--- src/hdl/rgb_led_strip_serializer_macros.svh ---
// Assertion macros shared by the serializer RTL.
`ifndef RGB_LED_STRIP_SERIALIZER_MACROS_SVH
`define RGB_LED_STRIP_SERIALIZER_MACROS_SVH
`ifndef SYNTHESIS
// Same-cycle implication, held off during reset.
`define RLSS_ASSERT_NOW(label, clk, rst, ante, cons) \
  label: assert property (@(posedge clk) disable iff (rst) (ante) |-> (cons)) \
    else $error("rlss: check failed");
// Next-cycle implication, held off during reset.
`define RLSS_ASSERT_NEXT(label, clk, rst, ante, cons) \
  label: assert property (@(posedge clk) disable iff (rst) (ante) |=> (cons)) \
    else $error("rlss: check failed");
`else
`define RLSS_ASSERT_NOW(label, clk, rst, ante, cons)
`define RLSS_ASSERT_NEXT(label, clk, rst, ante, cons)
`endif
`endif

--- src/hdl/rlss_pkg.sv ---
// Types, constants and helpers shared by the serializer modules.
package rlss_pkg;

  localparam int QUEUE_DEPTH    = 2;
  localparam int QPTR_W         = $clog2(QUEUE_DEPTH);
  localparam int QCNT_W         = $clog2(QUEUE_DEPTH + 1);
  localparam int BITS_PER_PIXEL = 24;
  localparam int BIT_CNT_W      = $clog2(BITS_PER_PIXEL);
  localparam int CFG_IDX_W      = 3;
  localparam int CFG_DATA_W     = 16;

  localparam logic [1:0] KIND_ZERO  = 2'd0;
  localparam logic [1:0] KIND_ONE   = 2'd1;
  localparam logic [1:0] KIND_RESET = 2'd2;

  typedef enum logic [CFG_IDX_W-1:0] {
    REG_BRIGHTNESS = 3'd0,
    REG_ZERO_HIGH  = 3'd1,
    REG_ZERO_LOW   = 3'd2,
    REG_ONE_HIGH   = 3'd3,
    REG_ONE_LOW    = 3'd4,
    REG_LATCH_LOW  = 3'd5
  } cfg_reg_t;

  typedef enum logic [1:0] {
    BK_IDLE,
    BK_DATA,
    BK_LATCH
  } back_state_t;

  // One queued pixel: scaled GRB word and end-of-frame flag.
  typedef struct packed {
    logic [BITS_PER_PIXEL-1:0] word;
    logic                      last;
  } pix_word_t;

  typedef struct packed {
    logic      valid;
    pix_word_t data;
  } q_beat_t;

  typedef struct packed {
    logic [9:0]  zero_high;
    logic [9:0]  zero_low;
    logic [9:0]  one_high;
    logic [9:0]  one_low;
    logic [15:0] latch_low;
  } tick_cfg_t;

  // floor(p / 255) for any product of two bytes: add the high byte and one, keep the high byte.
  function automatic logic [7:0] div255(input logic [15:0] p);
    logic [16:0] s;
    s = {1'b0, p} + {9'd0, p[15:8]} + 17'd1;
    return s[15:8];
  endfunction

endpackage

--- src/hdl/rlss_if.sv ---
// Channel interfaces: pixel input, symbol output and register writes.
interface rlss_pixel_if
  import rlss_pkg::*;
();
  logic       valid;
  logic       ready;
  logic [7:0] red;
  logic [7:0] green;
  logic [7:0] blue;
  logic       last_pixel;

  modport source (output valid, red, green, blue, last_pixel, input ready);
  modport sink   (input valid, red, green, blue, last_pixel, output ready);
endinterface

interface rlss_symbol_if
  import rlss_pkg::*;
();
  logic        valid;
  logic        ready;
  logic [1:0]  symbol_kind;
  logic [9:0]  high_time;
  logic [15:0] low_time;
  logic        last_symbol;

  modport source (output valid, symbol_kind, high_time, low_time, last_symbol, input ready);
  modport sink   (input valid, symbol_kind, high_time, low_time, last_symbol, output ready);
endinterface

interface rlss_cfg_if
  import rlss_pkg::*;
();
  logic                  valid;
  logic                  ready;
  logic [CFG_IDX_W-1:0]  index;
  logic [CFG_DATA_W-1:0] data;

  modport source (output valid, index, data, input ready);
  modport sink   (input valid, index, data, output ready);
endinterface

--- src/hdl/rlss_front.sv ---
// Front end: accept pixels, multiply by brightness, scale and push to the queue.
module rlss_front
  import rlss_pkg::*;
(
  input  logic         clk,
  input  logic         rst,
  rlss_pixel_if.sink   pixel,
  input  logic [7:0]   brightness,
  output q_beat_t      q_wr,
  input  logic         q_ready
);

  logic        s1_valid;
  logic [15:0] prod_r;
  logic [15:0] prod_g;
  logic [15:0] prod_b;
  logic        s1_last;

  // Advance the product stage whenever it is empty or drains into the queue.
  assign pixel.ready = !s1_valid || q_ready;

  always_ff @(posedge clk) begin
    if (rst) begin
      s1_valid <= 1'b0;
    end else if (pixel.ready) begin
      s1_valid <= pixel.valid;
    end
  end

  always_ff @(posedge clk) begin
    if (pixel.ready && pixel.valid) begin
      prod_r  <= {8'd0, pixel.red} * {8'd0, brightness};
      prod_g  <= {8'd0, pixel.green} * {8'd0, brightness};
      prod_b  <= {8'd0, pixel.blue} * {8'd0, brightness};
      s1_last <= pixel.last_pixel;
    end
  end

  always_comb begin
    q_wr.valid     = s1_valid;
    q_wr.data.word = {div255(prod_g), div255(prod_r), div255(prod_b)};
    q_wr.data.last = s1_last;
  end

endmodule

--- src/hdl/rlss_queue.sv ---
// Short pixel queue between the front end and the serializer.
module rlss_queue
  import rlss_pkg::*;
(
  input  logic      clk,
  input  logic      rst,
  input  q_beat_t   q_wr,
  output logic      q_ready,
  output logic      q_valid,
  output pix_word_t q_data,
  input  logic      q_pop
);

  pix_word_t           slots [QUEUE_DEPTH];
  logic [QPTR_W-1:0]   wr_ptr;
  logic [QPTR_W-1:0]   rd_ptr;
  logic [QCNT_W-1:0]   count;
  logic                push;

  assign q_ready = count != QCNT_W'(QUEUE_DEPTH);
  assign q_valid = count != '0;
  assign q_data  = slots[rd_ptr];
  assign push    = q_wr.valid && q_ready;

  always_ff @(posedge clk) begin
    if (rst) begin
      wr_ptr <= '0;
      rd_ptr <= '0;
      count  <= '0;
    end else begin
      if (push) begin
        wr_ptr <= (wr_ptr == QPTR_W'(QUEUE_DEPTH - 1)) ? '0 : wr_ptr + 1'b1;
      end
      if (q_pop) begin
        rd_ptr <= (rd_ptr == QPTR_W'(QUEUE_DEPTH - 1)) ? '0 : rd_ptr + 1'b1;
      end
      if (push && !q_pop) begin
        count <= count + 1'b1;
      end else if (!push && q_pop) begin
        count <= count - 1'b1;
      end
    end
  end

  always_ff @(posedge clk) begin
    if (push) begin
      slots[wr_ptr] <= q_wr.data;
    end
  end

endmodule

--- src/hdl/rlss_back.sv ---
// Back end: turn queued pixels into line symbols, one per cycle while the symbol output is not stalled.
module rlss_back
  import rlss_pkg::*;
(
  input  logic         clk,
  input  logic         rst,
  input  logic         q_valid,
  input  pix_word_t    q_data,
  output logic         q_pop,
  input  tick_cfg_t    ticks,
  rlss_symbol_if.source symbol
);

  back_state_t               state;
  back_state_t               state_next;
  logic [BITS_PER_PIXEL-1:0] word;
  logic [BIT_CNT_W-1:0]      cnt;
  logic                      last;

  logic [BITS_PER_PIXEL-1:0] src_word;
  logic [BIT_CNT_W-1:0]      src_cnt;
  logic                      src_last;
  logic                      out_free;
  logic                      emit_data;
  logic                      emit_latch;
  logic                      final_bit;

  logic [1:0]  kind_d;
  logic [9:0]  high_d;
  logic [15:0] low_d;
  logic        last_d;

  // In IDLE the first bit comes straight from the queue head.
  assign src_word  = (state == BK_DATA) ? word : q_data.word;
  assign src_cnt   = (state == BK_DATA) ? cnt  : '0;
  assign src_last  = (state == BK_DATA) ? last : q_data.last;
  assign out_free  = !symbol.valid || symbol.ready;
  assign final_bit = src_cnt == BIT_CNT_W'(BITS_PER_PIXEL - 1);

  always_ff @(posedge clk) begin
    if (rst) begin
      state <= BK_IDLE;
    end else begin
      state <= state_next;
    end
  end

  always_comb begin
    state_next = state;
    q_pop      = 1'b0;
    emit_data  = 1'b0;
    emit_latch = 1'b0;
    unique case (state)
      BK_IDLE: begin
        if (out_free && q_valid) begin
          q_pop     = 1'b1;
          emit_data = 1'b1;
        end
      end
      BK_DATA: begin
        emit_data = out_free;
      end
      BK_LATCH: begin
        if (out_free) begin
          emit_latch = 1'b1;
          state_next = BK_IDLE;
        end
      end
      default: state_next = BK_IDLE;
    endcase
    if (emit_data) begin
      if (!final_bit) begin
        state_next = BK_DATA;
      end else if (src_last) begin
        state_next = BK_LATCH;
      end else begin
        state_next = BK_IDLE;
      end
    end
  end

  always_comb begin
    if (emit_latch) begin
      kind_d = KIND_RESET;
      high_d = '0;
      low_d  = ticks.latch_low;
      last_d = 1'b1;
    end else if (src_word[BITS_PER_PIXEL-1]) begin
      kind_d = KIND_ONE;
      high_d = ticks.one_high;
      low_d  = {6'd0, ticks.one_low};
      last_d = final_bit && !src_last;
    end else begin
      kind_d = KIND_ZERO;
      high_d = ticks.zero_high;
      low_d  = {6'd0, ticks.zero_low};
      last_d = final_bit && !src_last;
    end
  end

  always_ff @(posedge clk) begin
    if (emit_data) begin
      word <= {src_word[BITS_PER_PIXEL-2:0], 1'b0};
      cnt  <= src_cnt + 1'b1;
      last <= src_last;
    end
  end

  always_ff @(posedge clk) begin
    if (rst) begin
      symbol.valid <= 1'b0;
    end else if (emit_data || emit_latch) begin
      symbol.valid <= 1'b1;
    end else if (symbol.ready) begin
      symbol.valid <= 1'b0;
    end
  end

  always_ff @(posedge clk) begin
    if (emit_data || emit_latch) begin
      symbol.symbol_kind <= kind_d;
      symbol.high_time   <= high_d;
      symbol.low_time    <= low_d;
      symbol.last_symbol <= last_d;
    end
  end

endmodule

--- src/hdl/rgb_led_strip_serializer.sv ---
// Top level of the LED strip serializer: registers, front end, queue, back end.
//
//  channel  dir  beat contents
//  -------  ---  ---------------------------------------------------------
//  pixel    in   red, green, blue (8 b each), last_pixel
//  symbol   out  symbol_kind (2 b), high_time (10 b), low_time (16 b), last_symbol
//  cfg      in   index (3 b), data (16 b); always ready
//
//  A pixel becomes 24 symbol beats, 25 when it ends a frame: the back end emits
//  one symbol beat per cycle from its output register unless the output stalls.
//  The front end multiplies in one registered stage and scales into a 2-deep
//  queue, so pixels are taken while the serializer is busy with earlier ones.
//  Reset is synchronous; registers return to their power-up tick values.
//  A stalled symbol beat holds in the output register; the queue soaks up stalls.
module rgb_led_strip_serializer
  import rlss_pkg::*;
(
  input  logic          clk,
  input  logic          rst,
  rlss_pixel_if.sink    pixel,
  rlss_symbol_if.source symbol,
  rlss_cfg_if.sink      cfg
);

`include "rgb_led_strip_serializer_macros.svh"

  logic [7:0] brightness;
  tick_cfg_t  ticks;
  q_beat_t    q_wr;
  logic       q_ready;
  logic       q_valid;
  pix_word_t  q_data;
  logic       q_pop;

  // Register writes always complete; drop indexes beyond the list.
  assign cfg.ready = 1'b1;

  always_ff @(posedge clk) begin
    if (rst) begin
      brightness      <= 8'd255;
      ticks.zero_high <= 10'd15;
      ticks.zero_low  <= 10'd30;
      ticks.one_high  <= 10'd30;
      ticks.one_low   <= 10'd20;
      ticks.latch_low <= 16'd2880;
    end else if (cfg.valid) begin
      unique case (cfg.index)
        REG_BRIGHTNESS: brightness      <= cfg.data[7:0];
        REG_ZERO_HIGH:  ticks.zero_high <= cfg.data[9:0];
        REG_ZERO_LOW:   ticks.zero_low  <= cfg.data[9:0];
        REG_ONE_HIGH:   ticks.one_high  <= cfg.data[9:0];
        REG_ONE_LOW:    ticks.one_low   <= cfg.data[9:0];
        REG_LATCH_LOW:  ticks.latch_low <= cfg.data;
        default: ;
      endcase
    end
  end

  rlss_front u_front (
    .clk        (clk),
    .rst        (rst),
    .pixel      (pixel),
    .brightness (brightness),
    .q_wr       (q_wr),
    .q_ready    (q_ready)
  );

  rlss_queue u_queue (
    .clk     (clk),
    .rst     (rst),
    .q_wr    (q_wr),
    .q_ready (q_ready),
    .q_valid (q_valid),
    .q_data  (q_data),
    .q_pop   (q_pop)
  );

  rlss_back u_back (
    .clk     (clk),
    .rst     (rst),
    .q_valid (q_valid),
    .q_data  (q_data),
    .q_pop   (q_pop),
    .ticks   (ticks),
    .symbol  (symbol)
  );

  // Pop only a filled queue.
  `RLSS_ASSERT_NOW(a_pop_nonempty, clk, rst, q_pop, q_valid)
  // A reset pulse beat has no high part and closes its pixel.
  `RLSS_ASSERT_NOW(a_latch_shape, clk, rst,
    symbol.valid && symbol.symbol_kind == KIND_RESET,
    symbol.high_time == 10'd0 && symbol.last_symbol)
  // A pop always loads a new symbol beat into the output register.
  `RLSS_ASSERT_NEXT(a_pop_shows, clk, rst, q_pop, symbol.valid)

endmodule

--- src/flat_wrapper.sv ---
// flat-port wrapper written by rule: the top's interface ports become plain ports
module rgb_led_strip_serializer_flat import rlss_pkg::*;
  (clk, rst, pixel_valid, pixel_red, pixel_green, pixel_blue, pixel_last_pixel, pixel_ready, symbol_valid, symbol_symbol_kind, symbol_high_time, symbol_low_time, symbol_last_symbol, symbol_ready, cfg_valid, cfg_index, cfg_data, cfg_ready);
  rlss_pixel_if pixel_i ();
  rlss_symbol_if symbol_i ();
  rlss_cfg_if cfg_i ();
  input  logic clk;
  input  logic rst;
  input wire logic [$bits(pixel_i.valid)-1:0] pixel_valid;
  input wire logic [$bits(pixel_i.red)-1:0] pixel_red;
  input wire logic [$bits(pixel_i.green)-1:0] pixel_green;
  input wire logic [$bits(pixel_i.blue)-1:0] pixel_blue;
  input wire logic [$bits(pixel_i.last_pixel)-1:0] pixel_last_pixel;
  output wire logic [$bits(pixel_i.ready)-1:0] pixel_ready;
  output wire logic [$bits(symbol_i.valid)-1:0] symbol_valid;
  output wire logic [$bits(symbol_i.symbol_kind)-1:0] symbol_symbol_kind;
  output wire logic [$bits(symbol_i.high_time)-1:0] symbol_high_time;
  output wire logic [$bits(symbol_i.low_time)-1:0] symbol_low_time;
  output wire logic [$bits(symbol_i.last_symbol)-1:0] symbol_last_symbol;
  input wire logic [$bits(symbol_i.ready)-1:0] symbol_ready;
  input wire logic [$bits(cfg_i.valid)-1:0] cfg_valid;
  input wire logic [$bits(cfg_i.index)-1:0] cfg_index;
  input wire logic [$bits(cfg_i.data)-1:0] cfg_data;
  output wire logic [$bits(cfg_i.ready)-1:0] cfg_ready;
  assign pixel_i.valid = pixel_valid;
  assign pixel_i.red = pixel_red;
  assign pixel_i.green = pixel_green;
  assign pixel_i.blue = pixel_blue;
  assign pixel_i.last_pixel = pixel_last_pixel;
  assign pixel_ready = pixel_i.ready;
  assign symbol_valid = symbol_i.valid;
  assign symbol_symbol_kind = symbol_i.symbol_kind;
  assign symbol_high_time = symbol_i.high_time;
  assign symbol_low_time = symbol_i.low_time;
  assign symbol_last_symbol = symbol_i.last_symbol;
  assign symbol_i.ready = symbol_ready;
  assign cfg_i.valid = cfg_valid;
  assign cfg_i.index = cfg_index;
  assign cfg_i.data = cfg_data;
  assign cfg_ready = cfg_i.ready;
  rgb_led_strip_serializer u_core (.clk(clk), .rst(rst), .pixel(pixel_i), .symbol(symbol_i), .cfg(cfg_i));
endmodule
--- config.mk ---
export PLATFORM = sky130hd
export DESIGN_NAME = rgb_led_strip_serializer_flat
export DESIGN_NICKNAME = d
export VERILOG_FILES = /design/src/hdl/rlss_pkg.sv /design/src/hdl/rlss_if.sv /design/src/hdl/rlss_front.sv /design/src/hdl/rlss_queue.sv /design/src/hdl/rlss_back.sv /design/src/hdl/rgb_led_strip_serializer.sv /design/src/flat_wrapper.sv
export VERILOG_INCLUDE_DIRS = /design/src /design/src/hdl
export SDC_FILE = /design/constraint.sdc
export NUM_CORES = 1
export LEC_CHECK = 0
export BUFFER_PORTS_ARGS = -buffer_cell sky130_fd_sc_hd__buf_2
export CAP_MARGIN = 30
export CORE_MARGIN = 8
export CORE_UTILIZATION = 42
export CTS_BUF_LIST = sky130_fd_sc_hd__clkbuf_8
export DETAILED_ROUTE_END_ITERATION = 7
export MAX_ROUTING_LAYER = met4
export SLEW_MARGIN = 20
export SYNTH_ARGS = -nofsm -noshare
export SYNTH_HDL_FRONTEND = slang
export SYNTH_SLANG_ARGS = --single-unit
--- constraint.sdc ---
create_clock -name clk -period 7.81 [get_ports clk]
set_input_delay 1.562 -clock clk [delete_from_list [all_inputs] [get_ports clk]]
set_output_delay 1.562 -clock clk [all_outputs]
set_load 0.01 [all_outputs]
### After elaboration in Yosys (flattened, before gate mapping)

Memory sizes are Yosys's and may differ from the RTL's. A register that Yosys moved wholly into a read port is not among the register bits.
Cells that the tools add are included.

| operators by class | value |
|---|---|
| add/sub/neg operators | 11 |
| multipliers | 3 |
| eq/ne operators | 11 |
| multiplexer cells | 27 |
| reductions and logical operators | 27 |

Operators with widths:

| cell | count |
|---|---|
| $add A16 B1 Y16 const B | 3 |
| $add A16 B8 Y16 | 3 |
| $mul A8 B8 Y16 | 3 |
| $mux W24 | 1 |
| $mux W10 | 2 |
| $mux W16 | 1 |
| $mux W1 | 14 |
| $reduce_and A2 Y1 | 7 |
| $mux W2 | 6 |
| $eq A3 B2 Y1 const B | 2 |
| $eq A3 B3 Y1 const B | 2 |
| $logic_and A1 B1 Y1 | 6 |
| $reduce_bool A2 Y1 | 3 |
| $add A5 B1 Y5 const B | 1 |
| $eq A5 B5 Y1 const B | 1 |
| $logic_not A1 Y1 | 5 |
| $mux W5 | 1 |
| $pmux W2 S2 | 1 |
| $eq A3 B1 Y1 const B | 1 |
| $logic_not A3 Y1 | 1 |
| $logic_or A1 B1 Y1 | 3 |
| $ne A3 B3 Y1 const B | 1 |
| $add A1 B1 Y1 const B | 2 |
| $add A2 B1 Y2 const B | 1 |
| 8 further kinds | 8 |

| storage, ports and cells | value |
|---|---|
| register bits | 179 |
| memory bits (writable) | 50 |
| word-level logic and storage cells | 104 |
| memories kept | 1 |

Memory list:

| name | words | width | read ports | clocked after memory_dff | write ports | line | text |
|---|---|---|---|---|---|---|---|
| u_core.u_queue.slots | 2 | 25 | 1 | 1 | 1 | rlss_queue.sv:14 | `pix_word_t slots [QUEUE_DEPTH];` |

### Depth between registers and ports, before layout

Gate-level depths: netlist of the first run.

| depth | value |
|---|---|
| depth after elaboration | 8 |
| depth in mapped cells | 17 |
| gate-level depth less buffers | 16 |

### By module

A second synthesis of the first run with hierarchy kept.

| second synthesis, totals | value |
|---|---|
| cell total of the unflattened synthesis | 1,505 |
| area, all modules | 16,114.2 µm² |

Modules (own cells, without submodules):

| module | times used | cells an instance | area an instance (µm²) | sequential area each (µm²) |
|---|---|---|---|---|
| rlss_front | 1 | 908 | 8,763.4 | 1,491.4 |
| rlss_back | 1 | 245 | 2,707.6 | 1,801.7 |
| rgb_led_strip_serializer | 1 | 250 | 2,611.3 | 1,281.2 |
| rlss_queue | 1 | 102 | 2,031.9 | 1,601.5 |

### Least setup slack after synthesis of the first run

Ideal clock, no wire load.

| timing path | value |
|---|---|
| path kind | in2reg |
| start | input pixel_green[1] |
| end | register u_core.u_front.prod_g[14] (data pin) |
| setup time | 0.260 ns |
| data arrival time | 4.987 ns |
| setup slack | 2.563 ns |
| cell stages on the path | 14 |
| buffers on the path | 0 |
| cells stage by stage | and2_1 > fa_1 > fa_1 > fa_1 > inv_1 > fa_1 > inv_1 > ha_1 > o21ai_0 > nand2b_1 > a31oi_1 > nor2_1 > a221oi_2 > xnor2_1 |

| on the way | value |
|---|---|
| cells in the longest elaborated chain, start to end | 1 |

RTL lines:

| item | line | text |
|---|---|---|
| start: declaration | flat_wrapper.sv:11 | `input wire logic [$bits(pixel_i.green)-1:0] pixel_green;` |
| $mul A8 B8 Y16 | rlss_front.sv:33 | `prod_g <= {8'd0, pixel.green} * {8'd0, brightness};` |
| end signal: assignment | rlss_front.sv:33 |  |
| end: declaration | rlss_front.sv:15 | `logic [15:0] prod_g;` |

No other way between the ends.
A chain may end at the register's enable or synchronous reset.

### Worst setup path after layout of the first run

| timing path | value |
|---|---|
| start | input pixel_green[5] |
| end | register u_core.u_front.prod_g[14] (data pin) |

The elaborated chain is that of the path after synthesis.

==> results of run 1 <==
cell families after synthesis:
logic type      synth area share [%]
buf+inv                        5.126
compound gates                 7.189
other cells                  0.02416
mux                            3.288
xor+xnor                       3.385
simple gates                   16.72
flops                          39.78
fa+ha+maj                      24.49
metal layers:
| layer | part of all wire (%) | wire length (µm) | GRT usage, % |
|---|---|---|---|
| met5 | 0 | 0 | - |
| met4 | 1.6 | 506 | 4.063 |
| met3 | 2.4 | 768 | 1.623 |
| met2 | 50 | 15830 | 26.38 |
| met1 | 46 | 14630 | 18.61 |
registers in the layout, indices dropped and copies added (netlist names), 2 cells and up, named ones only:
signal                            count
u_core.u_queue.slots                 50
u_core.u_queue.count                  2
u_core.u_back.symbol.symbol_kind      2
u_core.ticks                         56
u_core.u_back.state                   2
u_core.u_front.prod_b                16
u_core.u_back.word                   23
u_core.u_back.symbol.low_time        16
u_core.brightness                     8
u_core.u_front.prod_r                16
u_core.u_back.symbol.high_time       10
u_core.u_back.cnt                     5
u_core.u_front.prod_g                16
final cells by class:
type | count | area, µm² | area share, %
antenna | 1 | 2.502 | 0.01456
clock buffer | 39 | 536.8 | 3.124
clock inverter | 26 | 137.6 | 0.8010
inverter | 156 | 585.6 | 3.408
multi-input combinational | 1047 | 8584 | 49.96
sequential | 230 | 6176 | 35.95
tap | 468 | 585.6 | 3.408
timing repair buffer | 98 | 573.1 | 3.335
layout by cell type, fill, tap and decap left out, types with 5 or more instances in the layout:
cell / instances
clkbuf_8: 39
a21oi_1: 65
nand3b_1: 26
xnor2_1: 39
and2_1: 160
o21bai_1: 6
nand2b_1: 11
o21ai_0: 53
clkinv_1: 7
a21o_1: 7
fa_1: 108
nor2_1: 54
buf_2: 79
mux2i_1: 51
dfxtp_1: 73
inv_1: 171
a211o_1: 6
o21a_1: 6
and3_1: 5
edfxtp_1: 157
nand4_1: 7
buf_4: 16
nor2b_1: 13
xor2_1: 21
o21ai_1: 7
nand3_1: 14
ha_1: 131
nor3_1: 5
nand2_1: 208
stage by stage:
| step | hold WS, ps | utilization, % | worst slack, ps | total power, mW | instances |
|---|---|---|---|---|---|
| after floorplan | 421.5 | - | 2563 | 4.636 | 1483 |
| after global placement | 423.1 | 45.03 | 2270 | 5.299 | 1996 |
| after detailed placement | 431.0 | 45.19 | 2203 | 5.403 | 1999 |
| after CTS | 439.8 | 47.04 | 2759 | 6.386 | 2064 |
| after global routing | 457.9 | 47.04 | 2477 | 6.903 | 2065 |
| final | 443.7 | 47.04 | 2741 | 6.292 | 2065 |
cell usage after synthesis (all sizes together), types with 5 or more instances:
cell type	instances	area share [%]
nor2b	15	0.65
o21a	6	0.29
mux2i	51	3.3
o21bai	6	0.29
xor2	21	1.2
dfxtp	73	9.4
nand2	208	5.0
and2	161	6.5
a211oi	5	0.31
nor3	6	0.23
ha	131	11
and3	5	0.20
nand2b	11	0.44
inv	156	3.8
nand3	14	0.45
nand3b	26	1.3
a21o	7	0.34
fa	108	14
clkbuf	37	0.89
edfxtp	157	30
a211o	6	0.34
nor2	56	1.4
buf	13	0.46
a21oi	67	2.2
o21ai	60	1.9
nand4	8	0.36
xnor2	39	2.2
power by group:
group	total (mW)	leakage [nW]	internal [mW]	switching, mW
logic	3.22	4.87	1.43	1.79
clock network	0.943	0.400	0.497	0.446
registers	2.13	2.09	1.95	0.178
total	6.29	7.36	3.87	2.42
worst min-delay path by stage:
stage                                      from                              endpoint  slack, ps  depth (start not counted)
2_1_floorplan  u_core.u_front.s1_last$_DFFE_PP_  u_core.u_queue.slots[0][0]$_DFFE_PP_        420                          0
3_3_place_gp   u_core.u_front.s1_last$_DFFE_PP_  u_core.u_queue.slots[0][0]$_DFFE_PP_        420                          0
3_5_place_dp   u_core.u_front.s1_last$_DFFE_PP_  u_core.u_queue.slots[1][0]$_DFFE_PP_        430                          0
4_1_cts        u_core.u_front.s1_last$_DFFE_PP_  u_core.u_queue.slots[1][0]$_DFFE_PP_        440                          0
5_1_grt        u_core.u_front.s1_last$_DFFE_PP_  u_core.u_queue.slots[0][0]$_DFFE_PP_        460                          0
6_report       u_core.u_front.s1_last$_DFFE_PP_  u_core.u_queue.slots[0][0]$_DFFE_PP_        440                          0
==> impl_summary.txt, run 1 <==
----------------------------------------------------
[Floorplan]
  Y dimension of the die ... between 200 and 250 µm
  Floorplan core area ... 36,520 µm²
  Initial Util ... 42.50%
  Boundary pin count ... slightly above 80
  Std-Cell Rows ... 70
  Die Outline Area ... ~43,000 µm²
  Die span in x ... 208.3 µm

[Global routing]
  Total routing resource utilization after global routing ... 15.16%
  First-pass GRT wire length ... 53,360 µm
  Largest net degree at the start of global routing ... 74
  Total congestion overflow after global routing ... 0
  Antenna violations before repair ... 2
  Vias in the first global route ... 10,818

[Flow run]
  Max Cap Violations ... 0

[Clocking]
  Number of setup buffers added after CTS ... 0
  Number of buffers on the longest clock path ... 3
  CTS tree ... done
  Resized cells post-CTS ... 0
  Clock-pin slew on the worst setup and hold paths ... 60 ps
  CTS root buffer ... clkbuf_8
  Count of H-tree levels built during CTS ... 2
  Total number of clock tree sinks ... 230
  Skew-Pair Late Insertion Delay ... 530 ps
  Hold buffer count at CTS ... 0
  Number of buffers inserted during clock tree synthesis ... 37

[Route]
  Number of violations reported at the end of detailed-routing iteration 0 ... 439
  Vias ... 10,330
  Remaining antenna violation count ... 0
  DRC violation count after routing ... 0
  Detail-routed via count per cell ... 5.002
  Wire length after detailed routing ... 31,730 µm
  Routed length per placed instance ... 15.37 µm
  Pre-antenna DRT Iters ... 4

[Placed design]
  Port Buf Inserts ... 79
  Placed wire-length estimate after detailed placement ... 22,910 µm
  Post-place instance area ... roughly 17,000 µm²
  GP Congestion ... 0.7798

[Synth]
  Post-synth net total ... 1,771
  Mapped Area ... 15,520 µm²
  YS warnings ... 0
  Number of instances in the synthesized netlist ... ~1,500
  Number of enable-type register cells in the synthesized netlist ... 157
  Fraction of synthesis flops using an asynchronous set or reset pin ... 0%
  Count of distinct cell types in the synthesized netlist ... 52
  Part of the Yosys area used for sequential elements ... approximately two fifths
  Mean area per synthesized cell ... 10.47 µm²
  Predominant post-synthesis flop cell ... edfxtp_1
  Flip-flop and latch count after synthesis ... 230

[Finish]
  Final net count ... 1,858
  Relative area change from synthesis to final layout ... 10.68%
  Fraction of final layout cells sized beyond drive strength 1 ... 9.962%
  Fin area ... 17,180 µm²
  Fill cells ... 3,413

[Worst setup path]
  Reg-to-Reg End ... u_core.u_front.prod_g[14]$_DFFE_PP_
  Worst path required time ... around 8100 ps
  CP Depth ... 15
  Cell count of the worst reg-to-reg path ... 15
  Start-to-end type of the worst setup path ... input pin to flop
  Cell with the largest stage delay on the worst path ... fa_1
  Worst setup path endpoint ... u_core.u_front.prod_g[14]$_DFFE_PP_
  Critical-path maximum fanout ... 8
  Critical path, cell by cell ... buf_2, and2_1, fa_1, inv_1, fa_1, fa_1, fa_1, inv_1, ha_1, o21ai_0, nand2b_1, a31oi_1, nor2_1, a221oi_2, xnor2_1
  Launching instance or port of the critical path ... pixel_green[5]
  Most common cell type on the critical path ... fa_1
  Cell type group with the largest total delay on the critical path ... adder cells
  Crit path DAT ... 5320 ps
  R2R setup slack ... 3090 ps
  Worst path bufs/invs ... 3
  Critical R2R Launch ... u_core.brightness[2]$_SDFFE_PP1P_
  Crit end category ... flop
  Critical path startpoint category ... input pin
  Biggest cell delay along the critical path ... 550 ps

[STA]
  Final-report setup violation count ... 0
  Post-route clock period utilization ... roughly two thirds
  Hold violation total from the final report ... 0
  Max Transition Viols Final ... 0
  Maximum achievable frequency ... 0.1973 GHz
  Unrepaired setup endpoints after global routing ... false
  Post-layout minimum cycle time ... 5069 ps
  Setup total negative slack ... 0 ps
  Clock skew ... 34.10 ps
  Worst slew margin ... 49.87%
  Transition at the pin with the smallest max-transition slack ... 749.8 ps

[Status]
  Status ... finished, final reports clean

[Pwr]
  Power density over the cells ... 366.2 nW/µm²
  Leakage power total ... about 7.4 nW
  VDD IR-drop max ... 0.1729 mV

[Hold path]
  Class of the most critical hold timing path ... flop to flop

----------------------------------------------------
Power figures use the tool's default switching activity.
==> run 2, diff against run 1 <==
--- a/config.mk
+++ b/config.mk
@@ -6,6 +6,7 @@
 export SDC_FILE = /design/constraint.sdc
 export NUM_CORES = 1
 export LEC_CHECK = 0
+export ABC_AREA = 1
 export BUFFER_PORTS_ARGS = -buffer_cell sky130_fd_sc_hd__buf_2
 export CAP_MARGIN = 30
 export CORE_MARGIN = 8
==> constraint.sdc (replaced) <==
create_clock -name clk -period 4.7 [get_ports clk]
set_input_delay 0.94 -clock clk [delete_from_list [all_inputs] [get_ports clk]]
set_output_delay 0.94 -clock clk [all_outputs]
set_load 0.01 [all_outputs]
==> run 2 against run 1 <==
Against the previous run: combinational power increased by 110%; final area increased by 11%; hold slack improved by 14 ps; setup slack got worse by 2400 ps; via count increased by 33%; total power increased by 94%; largest cell class unchanged; die area increased by 11%; critical endpoint is now u_core.u_front.prod_g[13]$_DFFE_PP_; global-route usage increased by 1.9 points; clock skew decreased by 6.4 ps; non-clock buffer count increased by 10.
==> impl_summary.txt, run 2 <==
----------------------------------------------------
[STA]
  Unrepaired setup endpoints after global routing ... false
  Setup total negative slack ... 0 ps (unchanged)
  Hold violation total from the final report ... 0 (unchanged)
  Final setup margin ... 372.1 ps (-2369 ps)
  Clock skew ... 27.67 ps (-6.432 ps)
  Transition at the pin with the smallest max-transition slack ... 872.5 ps (+122.7 ps)
  Maximum achievable frequency ... 0.2311 GHz
  Post-route clock period utilization ... 92.08%
  Worst slew margin ... 41.75% (-8.1 points)
  Post-layout minimum cycle time ... 4328 ps
  Final-report setup violation count ... 0 (unchanged)
  Max Transition Viols Final ... 0 (unchanged)

[Status]
  Status ... finished, final reports clean

[Worst setup path]
  Critical-path maximum fanout ... 14 (+6)
  Cell count of the worst reg-to-reg path ... 15 (unchanged)
  Critical path, cell by cell ... nand2_1, inv_1, fa_1, fa_1, fa_1, inv_1, fa_1, inv_1, ha_1, nand2_1, a21oi_1, o21ai_0, nand3_1, nand2_1, nand2_1
  Crit end category ... flop
  Critical path startpoint category ... flop
  Crit path DAT ... 4620 ps (-700 ps)
  Biggest cell delay along the critical path ... 760 ps (+210 ps)
  CP Depth ... 15 (unchanged)
  Cell with the largest stage delay on the worst path ... dfxtp_1
  Worst path bufs/invs ... 3 (unchanged)
  Cell type group with the largest total delay on the critical path ... adder cells
  Start-to-end type of the worst setup path ... flop to flop
  Worst path required time ... 4990 ps (-3070 ps)

[Pwr]
  Relative contribution of sequential cells to total power ... 29.4% (-4.4 points)
  Power density over the cells ... 640.8 nW/µm² (+75%)
  VDD IR-drop max ... 0.3551 mV (+110%)
  Post-layout total power ... 12.21 mW (+94%)
  Sw power ... 5.549 mW (+130%)
  Comb pwr share ... 56.3% (+5.1 points)
  Int Power ... 6.660 mW (+72%)
  Switching power share of the total ... 45.45% (+7.0 points)
  Clk pwr share ... 14.3% (-0.7 points)
  Leakage power total ... 10.35 nW (+41%)

[Floorplan]
  Floorplan core area ... 40,830 µm² (+12%)
  Y dimension of the die ... 219.3 µm (+5.3%)
  Initial Util ... 42.53% (about the same)
  Die Outline Area ... 48,110 µm² (+11%)
  Boundary pin count ... 81 (unchanged)
  Die span in x ... 219.3 µm (+5.3%)
  Std-Cell Rows ... 74 (+5.7%)

[Placed design]
  Placed wire-length estimate after detailed placement ... 29,900 µm (+31%)
  GP Congestion ... 0.8585 (+10%)
  Worst Setup Slack post-DPL ... 19.24 ps (-2184 ps)
  Port Buf Inserts ... 79 (unchanged)
  Post-place instance area ... 18,290 µm² (+11%)

[Finish]
  Most used cells in the layout excluding fill and tap cells ... nand2_1, inv_1, nor2_1
  Final net count ... 2,592 (+40%)
  Fin area ... 19,050 µm² (+11%)
  Most frequent standard cell in the layout excluding fill and tap cells ... nand2_1
  Registers with the most flip-flops ... u_core.ticks: 56 flops, u_core.u_queue.slots: 50 flops, u_core.u_back.word: 23 flops
  Relative area change from synthesis to final layout ... 9.704%
  Fraction of final layout cells sized beyond drive strength 1 ... 7.804% (-2.2 points)
  Largest register by flop count ... u_core.ticks
  Largest register FFs ... 56 (unchanged)

[Route]
  Pre-antenna DRT Iters ... 5 (+1)
  Vias ... 13,704 (+33%)
  DRC violation count after routing ... 0 (unchanged)
  Routed length per placed instance ... 13.62 µm (-11%)
  Remaining antenna violation count ... 0 (unchanged)
  Detail-routed via count per cell ... 4.783 (-4.4%)
  Wire length after detailed routing ... 39,010 µm (+23%)
  Number of violations reported at the end of detailed-routing iteration 0 ... 739 (+68%)

[Synth]
  Post-synth net total ... 2,525 (+43%)
  Largest cells by area after synthesis ... edfxtp_1, nand2_1, fa_1
  Mapped Area ... 17,370 µm² (+12%)
  Most used standard cells in the synthesized netlist ... nand2_1, inv_1, nor2_1
  Yosys top cell area share ... 27.15% (-3.2 points)
  Count of distinct cell types in the synthesized netlist ... 34 (-35%)
  Number of instances in the synthesized netlist ... 2,237 (+51%)
  Part of the Yosys area used for sequential elements ... 35.56% (-4.2 points)
  Number of enable-type register cells in the synthesized netlist ... 157 (unchanged)
  Library cell with the largest summed area after synthesis ... edfxtp_1
  Most common cell in the synthesized netlist ... nand2_1
  Flip-flop and latch count after synthesis ... 230 (unchanged)
  Predominant post-synthesis flop cell ... edfxtp_1
  Mean area per synthesized cell ... 7.763 µm² (-26%)
  YS warnings ... 0 (unchanged)
  Fraction of synthesis flops using an asynchronous set or reset pin ... 0% (unchanged)

[Global routing]
  Met3 Track Usage GR ... 2.217% (+0.59 points)
  Total routing resource utilization after global routing ... 17.04% (+1.9 points)
  Most used routing layer in global routing ... met2
  Antenna violations before repair ... 0 (-2)
  First-pass GRT wire length ... 66,200 µm (+24%)
  Total congestion overflow after global routing ... 0 (unchanged)
  Largest net degree at the start of global routing ... 60 (-19%)
  Met1 track demand over resource ... 21.99% (+3.4 points)
  Vias in the first global route ... 13,826 (+28%)
  Met2 track utilization from global routing ... 28.04% (+1.7 points)

[Clocking]
  Skew-Pair Late Insertion Delay ... 570 ps (+40 ps)
  Count of H-tree levels built during CTS ... 2 (unchanged)
  CTS root buffer ... clkbuf_8
  Total number of clock tree sinks ... 230 (unchanged)
  Number of buffers on the longest clock path ... 3 (unchanged)
  Clock-pin slew on the worst setup and hold paths ... 60 ps (about the same)
  Number of buffers inserted during clock tree synthesis ... 41 (+11%)
  CTS tree ... done
  Hold buffer count at CTS ... 0 (unchanged)

[Hold path]
  Class of the most critical hold timing path ... flop to flop
  Instance count along the most critical hold path ... 2 (+2)

[Flow run]
  Max Cap Violations ... 0 (unchanged)

----------------------------------------------------
## run 2: cell types whose count changed after synthesis, moves of 8 or more
cell / delta
nand3_1: +116
a21oi_1: +34
inv_1: +328
nand2_1: +425
nor2_1: +132
xor2_1: -8
mux2i_1: -51
xnor2_1: -25
and2_1: -155
nand2b_1: -11
nand3b_1: -26
nor2b_1: -14
clkbuf_1: +18
## run 2: final timing paths
path,startpoint,end,slack (ps)
worst min-delay path,u_core.ticks[15]$_SDFFE_PP0P_,u_core.ticks[15]$_SDFFE_PP0P_,460
worst min register to register,u_core.ticks[15]$_SDFFE_PP0P_,u_core.ticks[15]$_SDFFE_PP0P_,460
worst max-delay path,u_core.brightness[2]$_SDFFE_PP1P_,u_core.u_front.prod_g[13]$_DFFE_PP_,370
worst max register to register,u_core.brightness[2]$_SDFFE_PP1P_,u_core.u_front.prod_g[13]$_DFFE_PP_,370
## run 2: repair_timing
action	CTS	global route
resized for setup	0	2
buffers inserted	0	0
endpoints found under the setup margin	0	5
## run 2: final cells by class
class	count	area, µm²
Antenna cell	1	2.502
Clock buffer	43	591.8
Clock inverter	28	170.2
Fill cell	4046	21780
Inverter	491	1843
Multi-Input combinational cell	1432	8955
Sequential cell	230	6178
Tap cell	532	665.6
Timing Repair Buffer	108	645.6
## run 2: power by group through the flow
stage                     Clock [mW]  Combinational [mW]  Sequential, mW
after floorplan                    0                5.24            3.57
after global placement             0                6.81            3.62
after detailed placement           0                6.91            3.62
after CTS                       1.80                6.96            3.59
after global routing            1.89                8.03            3.64
final                           1.75                6.88            3.58
## run 2: worst reg2reg max path, stage by stage, from the launching register on
cell	delay, ps
dfxtp_1	760
nand2_1	120
inv_1	90
fa_1	420
fa_1	500
fa_1	550
inv_1	50
fa_1	520
inv_1	40
ha_1	340
nand2_1	140
a21oi_1	70
o21ai_0	220
nand3_1	100
nand2_1	70
nand2_1	50
## run 2: logic make-up after synthesis
kind of cell / Yosys count / synth area share, %
flops: 230 / 35.56
buf+inv: 575 / 12.90
simple gates: 994 / 23.10
compound gates: 171 / 5.166
xor+xnor: 27 / 1.362
other cells: 1 / 0.02159
fa+ha+maj: 239 / 21.89
## run 2: stage by stage
stage,cells,hold WS [ps],util (%)
floorplan,2237,421.5,-
global placement,2792,442.5,44.71
detailed placement,2793,448.6,44.78
CTS,2864,463.4,46.65
global route,2864,484.6,46.65
finish,2865,457.7,46.66
## run 2: routing by layer
| metal | vias up | share of wire (%) |
|---|---|---|
| met1 | 6384 | 47 |
| met3 | 55 | 4.7 |
| met2 | 287 | 46 |
| li1 | 6978 | - |
| met5 | - | 0 |
| met4 | 0 | 2.1 |
==> run 3, diff against run 2 <==
--- a/config.mk
+++ b/config.mk
@@ -9,11 +9,13 @@
 export ABC_AREA = 1
 export BUFFER_PORTS_ARGS = -buffer_cell sky130_fd_sc_hd__buf_2
 export CAP_MARGIN = 30
-export CORE_MARGIN = 8
-export CORE_UTILIZATION = 42
+export CORE_MARGIN = 10
+export CORE_UTILIZATION = 65
 export CTS_BUF_LIST = sky130_fd_sc_hd__clkbuf_8
 export DETAILED_ROUTE_END_ITERATION = 7
+export GPL_TIMING_DRIVEN = 0
 export MAX_ROUTING_LAYER = met4
+export PLACE_DENSITY = 0.84
 export SLEW_MARGIN = 20
 export SYNTH_ARGS = -nofsm -noshare
 export SYNTH_HDL_FRONTEND = slang
==> run 3 against run 2 <==
Against the previous run: flip-flop and latch count unchanged; first-iteration DRC count is 59% higher; sequential power is essentially flat; sequential share of layout area grew 0.21 points; register-to-register slack worse by 150 ps; largest power group unchanged.
==> impl_summary.txt, run 3 (synthesized netlist as in run 2, its figures left out) <==
----------------------------------------------------
[Status]
  Status ... finished, final reports clean

[STA]
  Hold violation total from the final report ... 0 (unchanged)
  Clock skew ... 30.74 ps (+3.068 ps)
  Post-layout minimum cycle time ... 4473 ps (+145.3 ps)
  Setup total negative slack ... 0 ps (unchanged)
  Unrepaired setup endpoints after global routing ... false
  Transition at the pin with the smallest max-transition slack ... 756.3 ps (-116.2 ps)
  Post-route clock period utilization ... 95.18% (+3.1 points)
  Final-report setup violation count ... 0 (unchanged)
  Maximum achievable frequency ... 0.2236 GHz (-3.2%)
  Worst slew margin ... 49.05% (+7.3 points)
  Max Transition Viols Final ... 0 (unchanged)

[Floorplan]
  Floorplan core area ... 26,210 µm² (-36%)
  Boundary pin count ... 81 (unchanged)
  Initial Util ... 66.27% (+24 points)
  Die Outline Area ... 33,660 µm² (-30%)
  Std-Cell Rows ... 59 (-20%)
  Y dimension of the die ... 183.5 µm (-16%)
  Die span in x ... 183.5 µm (-16%)

[Finish]
  Largest register by flop count ... u_core.ticks
  Fill cells ... 2,082 (-49%)
  Final net count ... 2,619 (+1.0%)
  Number of non-filler instances in the completed layout ... 2,694 (-6.0%)
  Antenna fix cells ... 0 (-1)
  Fin util ... 72.22% (+26 points)
  Fraction of final layout cells sized beyond drive strength 1 ... 7.164% (-0.64 points)
  Relative area change from synthesis to final layout ... 8.977%
  Combined flip-flop and latch cell area ... 6177 µm² (about the same)
  Most frequent standard cell in the layout excluding fill and tap cells ... nand2_1
  Most used cells in the layout excluding fill and tap cells ... nand2_1, inv_1, nor2_1
  Registers with the most flip-flops ... u_core.ticks: 56 flops, u_core.u_queue.slots: 50 flops, u_core.u_back.word: 23 flops
  Largest register FFs ... 56 (unchanged)
  Combined area of the multi-input logic cells ... 8972 µm² (+0.20%)

[Route]
  Remaining antenna violation count ... 0 (unchanged)
  Number of violations reported at the end of detailed-routing iteration 0 ... 1,174 (+59%)
  DRC violation count after routing ... 0 (unchanged)
  Pre-antenna DRT Iters ... 6 (+1)
  Wire length after detailed routing ... 39,750 µm (+1.9%)
  Detail-routed via count per cell ... 5.296 (+11%)
  Routed length per placed instance ... 14.76 µm (+8.4%)
  Vias ... 14,267 (+4.1%)

[Worst setup path]
  Worst path required time ... 4970 ps (-20 ps)
  Start-to-end type of the worst setup path ... flop to flop
  Cell with the largest stage delay on the worst path ... fa_1
  Reg-to-Reg End ... u_core.u_front.prod_g[13]$_DFFE_PP_
  Crit end category ... flop
  Critical path, cell by cell ... clkbuf_2, nand2_1, inv_1, fa_1, fa_1, fa_1, inv_1, fa_1, inv_1, ha_1, nand2_1, a21oi_1, o21ai_0, nand3_1, nand2_1, nand2_1
  Cell type group with the largest total delay on the critical path ... adder cells
  Critical path startpoint category ... flop
  R2R setup slack ... 230 ps (-150 ps)
  Cell count of the worst reg-to-reg path ... 16 (+1)
  Critical-path maximum fanout ... 10 (-4)
  Launching instance or port of the critical path ... u_core.brightness[5]$_SDFFE_PP1P_
  Critical R2R Launch ... u_core.brightness[5]$_SDFFE_PP1P_
  Worst path bufs/invs ... 4 (+1)
  Biggest cell delay along the critical path ... 560 ps (-200 ps)
  Crit path DAT ... 4740 ps (+120 ps)

[Clocking]
  Number of buffers on the longest clock path ... 3 (unchanged)
  Number of buffers inserted during clock tree synthesis ... 38 (-7.3%)
  Hold buffer count at CTS ... 0 (unchanged)
  CTS root buffer ... clkbuf_8
  Count of H-tree levels built during CTS ... 2 (unchanged)
  Number of setup buffers added after CTS ... 0 (unchanged)
  CTS tree ... done
  Clock-pin slew on the worst setup and hold paths ... 60 ps (about the same)
  Skew-Pair Late Insertion Delay ... 540 ps (-30 ps)
  Total number of clock tree sinks ... 230 (unchanged)

[Flow run]
  Max Cap Violations ... 0 (unchanged)

[Global routing]
  Most used routing layer in global routing ... met2
  First-pass GRT wire length ... 67,010 µm (+1.2%)
  Largest net degree at the start of global routing ... 30 (-50%)
  Total routing resource utilization after global routing ... 24.76% (+7.7 points)
  Met2 track utilization from global routing ... 42.80% (+15 points)
  Met3 Track Usage GR ... 3.162% (+0.95 points)
  Vias in the first global route ... 14,426 (+4.3%)
  Met1 track demand over resource ... 29.46% (+7.5 points)
  Total congestion overflow after global routing ... 0 (unchanged)
  Antenna violations before repair ... 0 (unchanged)

[Hold path]
  Min-Delay Startpoint ... u_core.ticks[14]$_SDFFE_PP0P_
  Class of the most critical hold timing path ... flop to flop
  Worst hold path endpoint ... u_core.ticks[14]$_SDFFE_PP0P_
  Instance count along the most critical hold path ... 2 (unchanged)

[Pwr]
  Leakage power total ... 10.34 nW (about the same)
  Post-layout total power ... 12.40 mW (+1.6%)
  Power density over the cells ... 655.2 nW/µm² (+2.2%)
  VDD IR-drop max ... 0.5684 mV (+60%)

[Placed design]
  Placed insts ... 2,631 (-5.8%)
  Port Buf Inserts ... 55 (-30%)
  GP Congestion ... 0.9316 (+8.5%)
  Placed wire-length estimate after detailed placement ... 31,060 µm (+3.9%)

----------------------------------------------------
[run 3: changes by cell type in the layout (fill, tap and decap cells not counted), moves of 2 or more]
cell and delta:
buf_4 -21, clkbuf_1 +38, nor2_4 +2, clkinv_1 +4
buf_2 -12, nor2_2 -2, clkbuf_2 +16, clkbuf_4 +2
clkinv_2 -3, inv_1 -3, buf_6 +5
[run 3: cell type report]
type | instances | share of cell area (%)
well taps | 335 | 2.215
multi-input cells | 1432 | 47.41
inverters | 491 | 9.738
clock buffers | 42 | 3.054
clock inverters | 26 | 0.9057
repair buffers | 59 | 1.930
plain buffers | 79 | 2.109
flip-flops and latches | 230 | 32.64
[run 3: timing repair]
item                                    4_1_cts  5_1_grt
gates resized for setup                       8       14
pin swaps                                     0        0
endpoints found under the setup margin       14       22
[run 3: metrics by stage]
stage / hold WS (ps) / setup slack [ps] / instance area, µm²
after floorplan: 421.5 / 206.6 / 17370
after global placement: 442.0 / -176.0 / 18060
after detailed placement: 450.8 / -235.6 / 18170
after CTS: 458.8 / 13.69 / 18930
after global routing: 483.2 / 7.779 / 18930
final: 459.7 / 226.7 / 18930
[run 3: where the power goes]
group | switching, mW | total [mW] | internal, mW | leakage (nW)
combinational | 4.52 | 7.11 | 2.59 | 7.82
clock | 0.784 | 1.72 | 0.938 | 0.430
sequential | 0.302 | 3.57 | 3.26 | 2.10
[run 3: metal layers]
metal | vias to the layer above | share of wire [%] | wire length, µm
met1 | 6696 | 41 | 16390
met3 | 75 | 6.4 | 2553
met5 | - | 0 | 0
li1 | 7032 | - | -
met2 | 464 | 50 | 19840
met4 | 0 | 2.5 | 975
[run 3: worst max path at each step]
stage	end	slack, ps	depth (start not counted)
after floorplan	u_core.u_front.prod_g[13]$_DFFE_PP_	210	16
after global placement	u_core.u_front.prod_g[13]$_DFFE_PP_	-180	16
after detailed placement	u_core.u_front.prod_g[13]$_DFFE_PP_	-240	16
after CTS	u_core.u_front.prod_g[13]$_DFFE_PP_	10	17
after global routing	u_core.u_front.prod_g[13]$_DFFE_PP_	8	16
final	u_core.u_front.prod_g[13]$_DFFE_PP_	230	16
[run 3: worst reg2reg max path, stage by stage (launching register included)]
cell      delay [ps]
dfxtp_1          530
clkbuf_2         330
nand2_1           80
inv_1             80
fa_1             440
fa_1             550
fa_1             560
inv_1             60
fa_1             530
inv_1             40
ha_1             340
nand2_1          130
a21oi_1           70
o21ai_0          230
nand3_1          110
nand2_1           70
nand2_1           70
